## config.mk

```make
export PLATFORM = sky130hd
export DESIGN_NAME = archive_record_deframer_unit_flat
export DESIGN_NICKNAME = d
export VERILOG_FILES = /design/src/rtl/core/ard_pkg.sv /design/src/rtl/core/ard_if.sv /design/src/rtl/core/archive_record_deframer_unit.sv /design/src/flat_wrapper.sv
export SDC_FILE = /design/constraint.sdc
export NUM_CORES = 1
export LEC_CHECK = 0
export BUFFER_PORTS_ARGS = -buffer_cell sky130_fd_sc_hd__buf_2
export CORE_ASPECT_RATIO = 0.5
export CORE_MARGIN = 2
export CORE_UTILIZATION = 25
export DETAILED_ROUTE_END_ITERATION = 8
export PLACE_DENSITY = 0.47
export SETUP_SLACK_MARGIN = 0.15
export SYNTH_ARGS = -nofsm -noshare
export SYNTH_HDL_FRONTEND = slang
export SYNTH_SLANG_ARGS = --single-unit
export TNS_END_PERCENT = 50
```

## constraint.sdc

```tcl
create_clock -name clk -period 11.2 [get_ports clk]
set_input_delay 2.24 -clock clk [delete_from_list [all_inputs] [get_ports clk]]
set_output_delay 2.24 -clock clk [all_outputs]
set_load 0.03 [all_outputs]
```

## src/rtl/core/ard_pkg.sv

```systemverilog
// Shared widths, types, codes and helpers for the archive record deframer.
package ard_pkg;

  localparam int RECORD_INDEX_BITS = 16;

  typedef logic [7:0]                   byte_t;
  typedef logic [2:0]                   role_t;
  typedef logic [15:0]                  recnum_t;
  typedef logic [63:0]                  len_t;
  typedef logic [RECORD_INDEX_BITS-1:0] rec_t;

  localparam role_t ROLE_PATH_LEN    = 3'd0;
  localparam role_t ROLE_PATH        = 3'd1;
  localparam role_t ROLE_CONTENT_LEN = 3'd2;
  localparam role_t ROLE_CONTENT     = 3'd3;
  localparam role_t ROLE_PAD         = 3'd4;

  localparam recnum_t RECNUM_MAX = 16'hFFFF;
  localparam rec_t    REC_MAX    = '1;

  // Clamp the internal record counter to the 16-bit label field.
  function automatic recnum_t sat_recnum(input rec_t c);
    if (c > rec_t'(RECNUM_MAX)) begin
      return RECNUM_MAX;
    end
    return recnum_t'(c);
  endfunction

endpackage

```

## src/rtl/core/ard_if.sv

```systemverilog
// Stream interfaces for the byte input, the label output and the marker write.
interface ard_in_if import ard_pkg::*; ();
  logic  valid;
  logic  ready;
  byte_t data_byte;
  logic  start_of_block;

  modport source (output valid, output data_byte, output start_of_block, input ready);
  modport sink   (input valid, input data_byte, input start_of_block, output ready);
endinterface

interface ard_out_if import ard_pkg::*; ();
  logic    valid;
  logic    ready;
  role_t   byte_role;
  recnum_t record_number;
  len_t    byte_position;
  len_t    field_total;
  logic    value_valid;
  len_t    field_value;
  logic    is_terminator;
  logic    is_dir_marker;

  modport source (output valid, output byte_role, output record_number,
                  output byte_position, output field_total, output value_valid,
                  output field_value, output is_terminator, output is_dir_marker,
                  input ready);
  modport sink   (input valid, input byte_role, input record_number,
                  input byte_position, input field_total, input value_valid,
                  input field_value, input is_terminator, input is_dir_marker,
                  output ready);
endinterface

interface ard_cfg_if import ard_pkg::*; ();
  logic valid;
  logic ready;
  len_t dir_marker;

  modport source (output valid, output dir_marker, input ready);
  modport sink   (input valid, input dir_marker, output ready);
endinterface

```

## src/rtl/core/archive_record_deframer_unit.sv

```systemverilog
// Archive record deframer: labels each payload byte with its record field.
//
//  channel | dir | payload                                   | handshake
//  --------+-----+-------------------------------------------+-----------
//  rx      | in  | data_byte, start_of_block                 | valid/ready
//  tx      | out | byte_role .. is_dir_marker (one label)    | valid/ready
//  cfg     | in  | dir_marker                                | valid/ready
//
// One byte per cycle sustained while tx accepts; a byte accepted on rx
// waits in the input register, and its label is offered on tx from the
// label register. Parser state updates as a byte moves into the label
// register. rst is synchronous and restores the parser and sets
// dir_marker to all ones. A stalled tx holds the label; rx takes one more
// byte into the input register and then holds ready low until tx accepts.
module archive_record_deframer_unit import ard_pkg::*; (
  input  logic          clk,
  input  logic          rst,
  ard_in_if.sink        rx,
  ard_out_if.source     tx,
  ard_cfg_if.sink       cfg
);

  localparam logic [2:0] STAGE_PATH_LEN    = 3'd0;
  localparam logic [2:0] STAGE_PATH        = 3'd1;
  localparam logic [2:0] STAGE_CONTENT_LEN = 3'd2;
  localparam logic [2:0] STAGE_CONTENT     = 3'd3;
  localparam logic [2:0] STAGE_PAD         = 3'd4;

  // configuration
  len_t dir_marker;

  // input register
  logic  in_valid;
  byte_t in_byte;
  logic  in_start;

  // parser state
  logic [2:0]  stage, stage_next;
  rec_t        record_count, record_count_next;
  logic [3:0]  len_seen, len_seen_next;
  len_t        len_shift, len_shift_next;
  logic [15:0] path_length, path_length_next;
  logic [15:0] path_seen, path_seen_next;
  len_t        content_length, content_length_next;
  len_t        content_seen, content_seen_next;

  // label register
  logic    out_valid;
  role_t   role_next;
  recnum_t recnum_next;
  len_t    pos_next;
  len_t    total_next;
  logic    vval_next;
  len_t    val_next;
  logic    term_next;
  logic    dir_next;

  logic advance;

  assign advance  = in_valid && (!out_valid || tx.ready);
  assign rx.ready = !in_valid || advance;
  assign cfg.ready = 1'b1;
  assign tx.valid = out_valid;

  always_comb begin
    logic [2:0]  st_cur;
    rec_t        cnt_cur;
    rec_t        cnt_bump;
    logic [3:0]  lseen_cur;
    logic [3:0]  lseen_inc;
    len_t        lshift_cur;
    len_t        shift_or;
    logic [15:0] plen_cur;
    logic [15:0] pseen_inc;
    len_t        clen_cur;
    len_t        cseen_inc;
    logic        dir_hit;

    // start_of_block clears the parser before this byte
    st_cur     = in_start ? STAGE_PATH_LEN : stage;
    cnt_cur    = in_start ? '0 : record_count;
    lseen_cur  = in_start ? '0 : len_seen;
    lshift_cur = in_start ? '0 : len_shift;
    plen_cur   = in_start ? '0 : path_length;
    clen_cur   = in_start ? '0 : content_length;

    lseen_inc = lseen_cur + 4'd1;
    pseen_inc = (in_start ? 16'd0 : path_seen) + 16'd1;
    cseen_inc = (in_start ? 64'd0 : content_seen) + 64'd1;
    cnt_bump  = (cnt_cur == REC_MAX) ? cnt_cur : cnt_cur + rec_t'(1);

    // merge the byte into its little-endian lane
    shift_or = lshift_cur;
    for (int i = 0; i < 8; i++) begin
      if (lseen_cur[2:0] == 3'(i)) begin
        shift_or[8*i +: 8] = lshift_cur[8*i +: 8] | in_byte;
      end
    end
    dir_hit = (shift_or == dir_marker);

    stage_next          = st_cur;
    record_count_next   = cnt_cur;
    len_seen_next       = lseen_cur;
    len_shift_next      = lshift_cur;
    path_length_next    = plen_cur;
    path_seen_next      = in_start ? 16'd0 : path_seen;
    content_length_next = clen_cur;
    content_seen_next   = in_start ? 64'd0 : content_seen;

    role_next   = ROLE_PAD;
    recnum_next = sat_recnum(cnt_cur);
    pos_next    = '0;
    total_next  = '0;
    vval_next   = 1'b0;
    val_next    = '0;
    term_next   = 1'b0;
    dir_next    = 1'b0;

    case (st_cur)
      STAGE_PATH_LEN: begin
        len_seen_next  = lseen_inc;
        len_shift_next = shift_or;
        role_next      = ROLE_PATH_LEN;
        pos_next       = 64'(lseen_inc);
        total_next     = 64'd2;
        if (lseen_inc >= 4'd2) begin
          path_length_next = shift_or[15:0];
          vval_next        = 1'b1;
          val_next         = 64'(shift_or[15:0]);
          len_seen_next    = '0;
          len_shift_next   = '0;
          if (shift_or[15:0] == 16'd0) begin
            term_next  = 1'b1;
            stage_next = STAGE_PAD;
          end else begin
            path_seen_next = '0;
            stage_next     = STAGE_PATH;
          end
        end
      end
      STAGE_PATH: begin
        path_seen_next = pseen_inc;
        role_next      = ROLE_PATH;
        pos_next       = 64'(pseen_inc);
        total_next     = (plen_cur == 16'd0) ? 64'd1 : 64'(plen_cur);
        if (pseen_inc >= plen_cur) begin
          len_seen_next  = '0;
          len_shift_next = '0;
          stage_next     = STAGE_CONTENT_LEN;
        end
      end
      STAGE_CONTENT_LEN: begin
        len_seen_next  = lseen_inc;
        len_shift_next = shift_or;
        role_next      = ROLE_CONTENT_LEN;
        pos_next       = 64'(lseen_inc);
        total_next     = 64'd8;
        if (lseen_inc >= 4'd8) begin
          content_length_next = shift_or;
          vval_next           = 1'b1;
          val_next            = shift_or;
          len_seen_next       = '0;
          len_shift_next      = '0;
          dir_next            = dir_hit;
          // directory or empty file: the record ends here
          if (dir_hit || shift_or == 64'd0) begin
            record_count_next = cnt_bump;
            stage_next        = STAGE_PATH_LEN;
          end else begin
            content_seen_next = '0;
            stage_next        = STAGE_CONTENT;
          end
        end
      end
      STAGE_CONTENT: begin
        content_seen_next = cseen_inc;
        role_next         = ROLE_CONTENT;
        pos_next          = cseen_inc;
        total_next        = clen_cur;
        if (cseen_inc >= clen_cur) begin
          record_count_next = cnt_bump;
          stage_next        = STAGE_PATH_LEN;
        end
      end
      default: begin
        recnum_next = '0;
      end
    endcase
  end

  always_ff @(posedge clk) begin
    if (rst) begin
      dir_marker <= '1;
    end else if (cfg.valid && cfg.ready) begin
      dir_marker <= cfg.dir_marker;
    end
  end

  always_ff @(posedge clk) begin
    if (rst) begin
      in_valid <= 1'b0;
    end else if (rx.valid && rx.ready) begin
      in_valid <= 1'b1;
    end else if (advance) begin
      in_valid <= 1'b0;
    end
  end

  always_ff @(posedge clk) begin
    if (rx.valid && rx.ready) begin
      in_byte  <= rx.data_byte;
      in_start <= rx.start_of_block;
    end
  end

  always_ff @(posedge clk) begin
    if (rst) begin
      stage          <= STAGE_PATH_LEN;
      record_count   <= '0;
      len_seen       <= '0;
      len_shift      <= '0;
      path_length    <= '0;
      path_seen      <= '0;
      content_length <= '0;
      content_seen   <= '0;
    end else if (advance) begin
      stage          <= stage_next;
      record_count   <= record_count_next;
      len_seen       <= len_seen_next;
      len_shift      <= len_shift_next;
      path_length    <= path_length_next;
      path_seen      <= path_seen_next;
      content_length <= content_length_next;
      content_seen   <= content_seen_next;
    end
  end

  always_ff @(posedge clk) begin
    if (rst) begin
      out_valid <= 1'b0;
    end else if (advance) begin
      out_valid <= 1'b1;
    end else if (tx.ready) begin
      out_valid <= 1'b0;
    end
  end

  always_ff @(posedge clk) begin
    if (advance) begin
      tx.byte_role     <= role_next;
      tx.record_number <= recnum_next;
      tx.byte_position <= pos_next;
      tx.field_total   <= total_next;
      tx.value_valid   <= vval_next;
      tx.field_value   <= val_next;
      tx.is_terminator <= term_next;
      tx.is_dir_marker <= dir_next;
    end
  end

  // padding labels carry no record, position or size
  assert property (@(posedge clk) disable iff (rst)
    tx.valid && tx.byte_role == ROLE_PAD |->
      tx.record_number == '0 && tx.byte_position == '0 && tx.field_total == '0)
    else $error("padding label with nonzero fields");

  assert property (@(posedge clk) disable iff (rst)
    tx.valid && !tx.value_valid |-> tx.field_value == '0 && !tx.is_terminator
      && !tx.is_dir_marker)
    else $error("length value or flag without a completed length field");

  assert property (@(posedge clk) disable iff (rst)
    tx.valid && tx.is_terminator |-> tx.byte_role == ROLE_PATH_LEN
      && tx.field_value == '0)
    else $error("terminator flag outside a zero path length");

  assert property (@(posedge clk) disable iff (rst)
    tx.valid && tx.is_dir_marker |-> tx.byte_role == ROLE_CONTENT_LEN
      && tx.byte_position == 64'd8)
    else $error("directory flag outside the last content length byte");

endmodule
```

## src/flat_wrapper.sv

```systemverilog
// flat-port wrapper written by rule: the top's interface ports become plain ports
module archive_record_deframer_unit_flat import ard_pkg::*;
  (clk, rst, rx_valid, rx_data_byte, rx_start_of_block, rx_ready, tx_valid, tx_byte_role, tx_record_number, tx_byte_position, tx_field_total, tx_value_valid, tx_field_value, tx_is_terminator, tx_is_dir_marker, tx_ready, cfg_valid, cfg_dir_marker, cfg_ready);
  ard_in_if rx_i ();
  ard_out_if tx_i ();
  ard_cfg_if cfg_i ();
  input  logic clk;
  input  logic rst;
  input wire logic [$bits(rx_i.valid)-1:0] rx_valid;
  input wire logic [$bits(rx_i.data_byte)-1:0] rx_data_byte;
  input wire logic [$bits(rx_i.start_of_block)-1:0] rx_start_of_block;
  output wire logic [$bits(rx_i.ready)-1:0] rx_ready;
  output wire logic [$bits(tx_i.valid)-1:0] tx_valid;
  output wire logic [$bits(tx_i.byte_role)-1:0] tx_byte_role;
  output wire logic [$bits(tx_i.record_number)-1:0] tx_record_number;
  output wire logic [$bits(tx_i.byte_position)-1:0] tx_byte_position;
  output wire logic [$bits(tx_i.field_total)-1:0] tx_field_total;
  output wire logic [$bits(tx_i.value_valid)-1:0] tx_value_valid;
  output wire logic [$bits(tx_i.field_value)-1:0] tx_field_value;
  output wire logic [$bits(tx_i.is_terminator)-1:0] tx_is_terminator;
  output wire logic [$bits(tx_i.is_dir_marker)-1:0] tx_is_dir_marker;
  input wire logic [$bits(tx_i.ready)-1:0] tx_ready;
  input wire logic [$bits(cfg_i.valid)-1:0] cfg_valid;
  input wire logic [$bits(cfg_i.dir_marker)-1:0] cfg_dir_marker;
  output wire logic [$bits(cfg_i.ready)-1:0] cfg_ready;
  assign rx_i.valid = rx_valid;
  assign rx_i.data_byte = rx_data_byte;
  assign rx_i.start_of_block = rx_start_of_block;
  assign rx_ready = rx_i.ready;
  assign tx_valid = tx_i.valid;
  assign tx_byte_role = tx_i.byte_role;
  assign tx_record_number = tx_i.record_number;
  assign tx_byte_position = tx_i.byte_position;
  assign tx_field_total = tx_i.field_total;
  assign tx_value_valid = tx_i.value_valid;
  assign tx_field_value = tx_i.field_value;
  assign tx_is_terminator = tx_i.is_terminator;
  assign tx_is_dir_marker = tx_i.is_dir_marker;
  assign tx_i.ready = tx_ready;
  assign cfg_i.valid = cfg_valid;
  assign cfg_i.dir_marker = cfg_dir_marker;
  assign cfg_ready = cfg_i.ready;
  archive_record_deframer_unit u_core (.clk(clk), .rst(rst), .rx(rx_i), .tx(tx_i), .cfg(cfg_i));
endmodule
```

Yosys cells after proc, flatten, opt, wreduce, memory -nomap -nowiden
Cells that the tools add are included.
{ "word_totals": {"regBits": 536, "out_inout_bits": 217, "elab_cells": 132, "input_bits": 78} }
{ "classes": {"n_addsub": 4, "bitwise": 8, "eq_ne": 12, "reduce_logical": 18, "mux": 64, "order_cmp": 5} }
{ "op_table": {"columns": ["operator", "n"], "rows": [
  ["$mux W64", 11],
  ["$pmux W64 S3", 2],
  ["$pmux W64 S2", 2],
  ["$pmux W64 S4", 1],
  ["$mux W16", 15],
  ["$add A64 B1 Y64 const B", 1],
  ["$eq A64 B64 Y1", 1],
  ["$ge A64 B64 Y1", 1],
  ["$logic_not A64 Y1", 1],
  ["$mux W8", 8],
  ["$or A8 B8 Y8", 8],
  ["$pmux W16 S2", 2],
  ["$add A16 B1 Y16 const B", 2],
  ["$logic_not A16 Y1", 2],
  ["$pmux W3 S4", 2],
  ["$mux W3", 6],
  ["$eq A16 B16 Y1 const B", 1],
  ["$ge A16 B16 Y1", 1],
  ["$gt A16 B16 Y1 const B", 1],
  ["$mux W4", 4],
  ["$eq A3 B2 Y1 const B", 4],
  ["$eq A3 B3 Y1 const B", 4],
  ["$pmux W4 S3", 1],
  ["$mux W1", 8],
  ["other kinds (14)", 22]
]} }

Logic depth before layout (Yosys ltp)
Gate-level depths: netlist (run 1).
{ "depth": {"depth_word": 8, "ltp_mapped": 32, "depth_no_buf": 21} }

Least setup slack after synthesis (run 1)
No wires, ideal clock.
{ "synth_path": {"path_type": "input port to flip-flop", "start": "in tx_ready", "end": "reg u_core.tx.byte_position[0], enable pin", "cell_stages": 6, "path_slack_ns": 1.513, "arrival_ns": 9.026, "setup_ns": 0.662, "t_required_ns": 10.538, "path_cell_list": "nor2b_1 > nand2b_1 > inv_1 > clkbuf_1 > clkbuf_1 > clkbuf_1"} }
{ "synth_between": {"elab_chain_cells": 2} }
{ "synth_lines": {"columns": ["element", "line_no", "text"], "rows": [
  ["start: declaration", "flat_wrapper.sv:22", "input wire logic [$bits(tx_i.ready)-1:0] tx_ready;"],
  ["$logic_or A1 B1 Y1", "archive_record_deframer_unit.sv:60", "assign advance = in_valid && (!out_valid || tx.ready);"],
  ["$logic_and A1 B1 Y1", "archive_record_deframer_unit.sv:60", null],
  ["net u_core.advance", "archive_record_deframer_unit.sv:58", "logic advance;"],
  ["end signal: assignment", "archive_record_deframer_unit.sv:252", "tx.byte_position <= pos_next;"],
  ["end: declaration", "ard_if.sv:25", "output byte_position, output field_total, output value_valid,"]
]} }
The timed path passes the listed nets, and every way through them passes these cells.
A chain may end at the register's enable or synchronous reset.

Worst setup path after layout (run 1)
{ "layout_path": {"start": "reg u_core.in_start", "end": "reg u_core.record_count[9]"} }
{ "layout_between": {"elab_chain_cells": 8, "elab_cells_between_ends": 46, "cone_classes": "add/sub (3); order compare (2); eq/ne (11); mux (19); bitwise (8); reduce/logical (3)"} }
{ "layout_lines": {"columns": ["element", "line_no", "text"], "rows": [
  ["start: declaration", "archive_record_deframer_unit.sv:35", "logic in_start;"],
  ["start signal: assignment", "archive_record_deframer_unit.sv:212", "in_start <= rx.start_of_block;"],
  ["parallel branches: the longest is 7 deep, another holds $add A64 B1 Y64", null, null],
  ["$pmux W16 S2 *", "archive_record_deframer_unit.sv:119", "case (st_cur)"],
  ["end signal: assignment", "archive_record_deframer_unit.sv:228", "record_count <= record_count_next;"],
  ["end: declaration", "archive_record_deframer_unit.sv:39", "rec_t record_count, record_count_next;"]
]} }
Every way passes the cells marked *.

==> results.json, run 1 <==
{
  "status": "finished clean",
  "synth_ff_type": "dfxtp_1",
  "synth_edf_count": 223,
  "multiInputGateArea_sq_um": 11640,
  "die_w_microns": 456.2,
  "drt_iter0_drc": 2073,
  "design_area_sq_um": 30230,
  "fp.coreArea_sq_um": 100800,
  "wirelength_microns": 94520,
  "ctsResizeCount": 0,
  "report.final.slew_viol_count": 0,
  "arrival_ns": 7.38,
  "critPathMaxFanout": 99,
  "grt_usage": 0.1720,
  "start_util": 0.2537,
  "finalNonFillerCells": 4256,
  "cts_tree": "done",
  "cts_sinks": 536,
  "yosysWarnings": 0,
  "nets": 3032,
  "async_reset_ff_frac": 0,
  "antenna_found_initial": 2,
  "syn2layout_area_growth_pct": 18.27,
  "die_h_microns": 230.1,
  "cts_buffers": 55,
  "finalHoldViolCount": 0,
  "grt_first_pass_wirelength_microns": 136600,
  "ctsLongestPathBuffers": 3,
  "synth_seq_cells": 536,
  "drive_gt1_frac": 0.1587,
  "ir_drop_uv": 110.1,
  "register_area_sq_um": 12960,
  "place_area_sq_um": 28360,
  "synth_cell_types": 81,
  "total_power_mw": 4.388,
  "grt-ovfl-total": 0,
  "finish.utilization": 0.3001,
  "grt_pass1_vias": 20140,
  "worstSetupStartpointType": "flip-flop",
  "synth_area_sq_um": 25560,
  "min_period_ns": 6.878,
  "vias": 21350,
  "tightest_slew_ns": 1.207,
  "io_pins": 295,
  "endpoint_kind": "flip-flop",
  "postSynthAreaPerCell_sq_um": 9.660,
  "rows": 82,
  "clkTransAtPathRegs_ns": 0.07,
  "wl_per_cell_microns": 22.21,
  "clock-root-buffer": "clkbuf_16",
  "period_share": 0.6141,
  "worstSkewPairLatency_ns": 0.66,
  "route.detailed.drc": 0,
  "yosysSeqAreaShare": 0.5071,
  "fin_ws_ns": 4.322,
  "path_class": "reg -> reg",
  "place_worst_setup_slack_ns": 4.436,
  "maxCapViolCount": 0,
  "routed_via_density": 5.016,
  "final_common_cell": "dfxtp_1",
  "hpwl_microns": 68430,
  "ant_nets": 0,
  "dpl.cell_count": 4152,
  "gp_congestion": 0.8555,
  "setup_tns_ns": 0,
  "holdBufCountCts": 0,
  "port_buffers": 293,
  "grt_setup_unrepaired": "false",
  "cts_max_level": 2,
  "p_leak_nw": 10.82,
  "grt_max_degree": 114,
  "p_per_area_nw_per_um2": 145.2,
  "drt-pass1-iter-count": 6,
  "postSynthCellCount": 2646,
  "hp-class": "reg -> reg",
  "slew_headroom": 0.1899,
  "fmax_mhz": 145.4,
  "setup_violations": 0,
  "design.die.area_sq_um": 105000,
  "postSynthNetCount": 2813,
  "fillers": 10630,
  "final_cell_mix": "dfxtp_1 (313), nand2_1 (310), nor2_1 (302), buf_2 (291), edfxtp_1 (223)",
  "diodes": 0,
  "worst_hold_slack_ns": 0.4609,
  "post_cts_buffers": 0,
  "required_ns": 11.71,
  "skew_ns": 0.03576
}
## per-layer routing
| layer | vias up | share of wire | global-route usage |
|---|---|---|---|
| met5 | - | 0.00013 | 0 |
| met1 | 10610 | 0.47 | 0.2479 |
| met4 | 2 | 0.020 | 0.03956 |
| met2 | 681 | 0.45 | 0.2722 |
| met3 | 98 | 0.057 | 0.02251 |
| li1 | 9959 | - | - |
## logic make-up after synthesis
logic type,count (synthesis),share of synthesized area
AOI/OAI and AO/OA,523,0.1419
other,1,0.0001467
muxes,67,0.02624
adders and majority gates,89,0.04357
DFF,536,0.5071
xor gates and xnor gates,130,0.04454
buffers and inverters,246,0.03916
and+or+nand+nor,1054,0.1973
## worst paths after layout
check                                           start                                  end  slack (ns)  depth (start not counted)
setup / recovery            u_core.in_start$_DFFE_PP_  u_core.record_count[9]$_SDFFE_PP0P_        4.32                         19
setup reg to reg            u_core.in_start$_DFFE_PP_  u_core.record_count[9]$_SDFFE_PP0P_        4.32                         19
hold reg to reg   u_core.record_count[1]$_SDFFE_PP0P_  u_core.record_count[1]$_SDFFE_PP0P_        0.46                          2
hold / removal    u_core.record_count[1]$_SDFFE_PP0P_  u_core.record_count[1]$_SDFFE_PP0P_        0.46                          2
## power breakdown
group | switching [mW] | leakage [nW] | internal (mW) | total (mW)
Combinational | 0.246 | 5.27 | 0.0839 | 0.330
Sequential | 0.0378 | 4.65 | 2.08 | 2.12
Clock | 0.854 | 0.890 | 1.08 | 1.94
## state kept, by name, summed over array words and instances (netlist names), 8 cells and up
register / flops
u_core.content_length: 64
u_core.content_seen: 64
u_core.dir_marker: 64
u_core.len_shift: 64
u_core.tx.byte_position: 64
u_core.tx.field_total: 64
u_core.tx.field_value: 64
u_core.path_length: 16
u_core.path_seen: 16
u_core.record_count: 16
u_core.tx.record_number: 16
u_core.in_byte: 8
## layout make-up
cell class                 count  share of cell area
clock inverter                44             0.01511
clock buffer                  60             0.04685
timing repair buffer         333             0.05902
multi-input combinational   1864              0.3850
tap                         1344             0.05562
inverter                      75            0.009643
sequential                   536              0.4288
## critical path: stages (launching register included)
cell	delay (ns)
edfxtp_1	0.41
buf_12	0.22
buf_4	0.43
or4_1	0.64
nor4_4	0.69
nand4_1	0.37
nor3_2	0.47
and3_1	0.29
xnor2_1	0.18
nor2_1	0.09
ha_1	0.33
nand4_1	0.10
nor4b_1	0.71
o21ai_0	0.19
o211ai_1	0.21
nor4_1	0.09
buf_4	0.20
a221o_1	0.35
o21ai_1	0.47
a31oi_1	0.15
## cells in the mapped netlist (all sizes together), types with 42 or more instances
master | n | area share
nor3 | 74 | 0.015
edfxtp | 223 | 0.26
nand4 | 43 | 0.011
xnor2 | 67 | 0.023
inv | 74 | 0.011
ha | 89 | 0.044
nand3 | 46 | 0.0090
nand2 | 311 | 0.046
a22oi | 92 | 0.028
o21ai | 111 | 0.022
nor2 | 306 | 0.045
dfxtp | 313 | 0.25
and2 | 83 | 0.020
nor2b | 42 | 0.010
buf | 46 | 0.0098
xor2 | 63 | 0.022
nor4 | 46 | 0.012
a21oi | 103 | 0.020
clkbuf | 125 | 0.018
mux2i | 67 | 0.026
Note: power is estimated with default switching activity, not from simulation.
==> run 2, diff against run 1 <==
--- a/config.mk
+++ b/config.mk
@@ -5,12 +5,13 @@
 export SDC_FILE = /design/constraint.sdc
 export NUM_CORES = 1
 export LEC_CHECK = 0
+export ABC_AREA = 1
 export BUFFER_PORTS_ARGS = -buffer_cell sky130_fd_sc_hd__buf_2
 export CORE_ASPECT_RATIO = 0.5
 export CORE_MARGIN = 2
 export CORE_UTILIZATION = 25
 export DETAILED_ROUTE_END_ITERATION = 8
-export PLACE_DENSITY = 0.47
+export PLACE_DENSITY = 0.46
 export SETUP_SLACK_MARGIN = 0.15
 export SYNTH_ARGS = -nofsm -noshare
 export SYNTH_HDL_FRONTEND = slang
==> constraint.sdc (replaced) <==
create_clock -name clk -period 7.15 [get_ports clk]
set_input_delay 1.43 -clock clk [delete_from_list [all_inputs] [get_ports clk]]
set_output_delay 1.43 -clock clk [all_outputs]
set_load 0.03 [all_outputs]
==> run 2 against run 1 <==
  * Wire length is 33% higher
  * Power is 76% higher
  * Design area is 17% higher
  * Clock-buffer cell count is 10 higher
  * Largest cell class is now multi-input gates
  * Non-clock buffer count stayed put
  * Hold slack better by 0.0023 ns
  * Global-route usage is 2.1 points higher
  * Die area is 20% higher
  * Final cell count is 43% higher
  * Critical path depth is 5 higher
==> results.json, run 2 <==
{
  "worstSkewPairLatency_ns": 0.67,
  "worstSetupStartpointType": "flip-flop",
  "die_w_microns": 499.2,
  "yosysSeqAreaShare": 0.4229,
  "arrival_ns": 6.60,
  "fmax_mhz": 165.4,
  "synth_commonest_cells": "nand2_1 (950), inv_1 (605), nor2_1 (465)",
  "rrSetupSlack_ns": 1.10,
  "syn2layout_area_growth_pct": 15.79,
  "ant_nets": 0,
  "start_util": 0.2532,
  "maxCapViolCount": 0,
  "hpwl_microns": 91110,
  "grt_first_pass_wirelength_microns": 182900,
  "worst_hold_slack_ns": 0.4631,
  "die_h_microns": 251.6,
  "min_period_ns": 6.047,
  "grt-ovfl-total": 0,
  "vias": 29520,
  "design.die.area_sq_um": 125600,
  "nets": 4571,
  "routed_via_density": 4.867,
  "yosysTopAreaCellShare": 0.2185,
  "synth-compound-area-share": 0.1630,
  "synth_cell_types": 49,
  "finalHoldViolCount": 0,
  "synth_fa_ha_area_frac": 0.03633,
  "slew_headroom": 0.2660,
  "synth_most_common_cell": "nand2_1",
  "tightest_slew_ns": 1.100,
  "antenna_found_initial": 11,
  "ctsResizeCount": 0,
  "period_share": 0.8457,
  "hp-class": "reg -> reg",
  "grt_max_degree": 188,
  "fp.coreArea_sq_um": 121100,
  "cts_max_level": 2,
  "total_power_mw": 7.720,
  "skew_ns": 0.02546,
  "postSynthNetCount": 4406,
  "p_leak_nw": 15.23,
  "final_cell_mix": "nand2_1 (949), inv_1 (602), nor2_1 (462), a21oi_1 (375), dfxtp_1 (313)",
  "yosysTopAreaCell": "edfxtp_1",
  "post_cts_buffers": 0,
  "setup_violations": 0,
  "synth_edf_count": 223,
  "drt-pass1-iter-count": 6,
  "drive_gt1_frac": 0.1190,
  "synth_seq_cells": 536,
  "report.final.slew_viol_count": 0,
  "rows": 90,
  "cts_buffers": 58,
  "required_ns": 7.70,
  "place_area_sq_um": 33500,
  "p_per_area_nw_per_um2": 217.5,
  "clkTransAtPathRegs_ns": 0.06,
  "grt_pass1_vias": 27810,
  "endpoint_kind": "flip-flop",
  "ctsLongestPathBuffers": 3,
  "grt_setup_unrepaired": "false",
  "gp_congestion": 0.9796,
  "ir_drop_uv": 222.9,
  "fillers": 13130,
  "wirelength_microns": 126200,
  "synthSimpleGateAreaFrac": 0.2511,
  "cts_sinks": 536,
  "wl_per_cell_microns": 20.80,
  "path_class": "reg -> reg",
  "critPathMaxFanout": 86,
  "cts_tree": "done",
  "status": "finished clean",
  "synthMuxAreaShare": 0.0003266,
  "design_area_sq_um": 35490,
  "drt_iter0_drc": 2665,
  "clock-root-buffer": "clkbuf_16",
  "postSynthCellCount": 4239,
  "postSynthAreaPerCell_sq_um": 7.231,
  "route.detailed.drc": 0,
  "synth_xor_area_frac": 0.01539,
  "holdBufCountCts": 0,
  "synth_area_sq_um": 30650,
  "synth_top_family_by_area": "simple AND/OR/NAND/NOR gates",
  "synth_ff_type": "dfxtp_1",
  "grt_usage": 0.1927,
  "port_buffers": 293,
  "yosysWarnings": 0,
  "io_pins": 295,
  "netlist_top_cells_area": "edfxtp_1 (22%), dfxtp_1 (20%), nand2_1 (12%)",
  "async_reset_ff_frac": 0,
  "setup_tns_ns": 0,
  "final_common_cell": "nand2_1"
}
[run 2: layout make-up]
class                   count  area (sq um)  area share
well taps                1610          2014     0.05676
repair buffers            333          1813     0.05109
clock buffers              70          1538     0.04333
inverters                 632          2385     0.06720
clock inverters            40         446.7     0.01259
diodes                      2         5.005   0.0001410
multi-input cells        2843         14330      0.4036
flip-flops and latches    536         12960      0.3653
[run 2: final timing paths]
check | start | end | depth (start not counted)
hold reg to reg | u_core.len_shift[6]$_SDFFE_PP0P_ | u_core.len_shift[6]$_SDFFE_PP0P_ | 2
hold / removal | u_core.len_shift[6]$_SDFFE_PP0P_ | u_core.len_shift[6]$_SDFFE_PP0P_ | 2
setup / recovery | u_core.in_start$_DFFE_PP_ | u_core.record_count[1]$_SDFFE_PP0P_ | 24
setup reg to reg | u_core.in_start$_DFFE_PP_ | u_core.record_count[1]$_SDFFE_PP0P_ | 24
[run 2: cells by family after synthesis]
group,count (synthesis)
fa+ha+maj,89
other cells,1
mux,1
simple gates,1816
xor+xnor,53
compound gates,883
buf+inv,860
flops,536
[run 2: metal layers]
layer | share of wire | global-route usage | up-vias
met4 | 0.025 | 0.04950 | 16
met2 | 0.46 | 0.3114 | 910
met1 | 0.46 | 0.2697 | 14120
met3 | 0.058 | 0.02642 | 184
met5 | 0.00076 | 0 | -
li1 | - | - | 14300
[run 2: power by group]
part	switching (mW)	internal, mW
registers	0.100	3.34
logic	0.767	0.286
clock network	1.40	1.83
[run 2: critical path: stages, from the launching register on]
cell      delay, ns
edfxtp_1       0.48
buf_12         0.26
nor2_1         0.32
nand2_1        0.21
nor2_1         0.31
nand2_1        0.18
nor2_1         0.12
nand2_1        0.13
inv_2          0.10
nand3_1        0.17
nor2_2         0.30
nand2_1        0.11
xor2_1         0.50
ha_1           0.25
nand4_1        0.12
nor3_1         0.15
nand2_1        0.09
nor2_1         0.27
nand4_1        0.47
nand3_1        0.59
nand3_1        0.15
nand2_2        0.23
o21ai_0        0.10
nor2_1         0.13
nor2_1         0.05
[run 2: through the flow]
step	utilization	std cells	setup WS, ns
finish	0.2932	6066	1.103
global route	0.2931	6064	0.6725
CTS	0.2931	6064	1.293
detailed placement	0.2767	5954	1.313
global placement	0.2767	5954	1.375
floorplan	-	4239	1.825
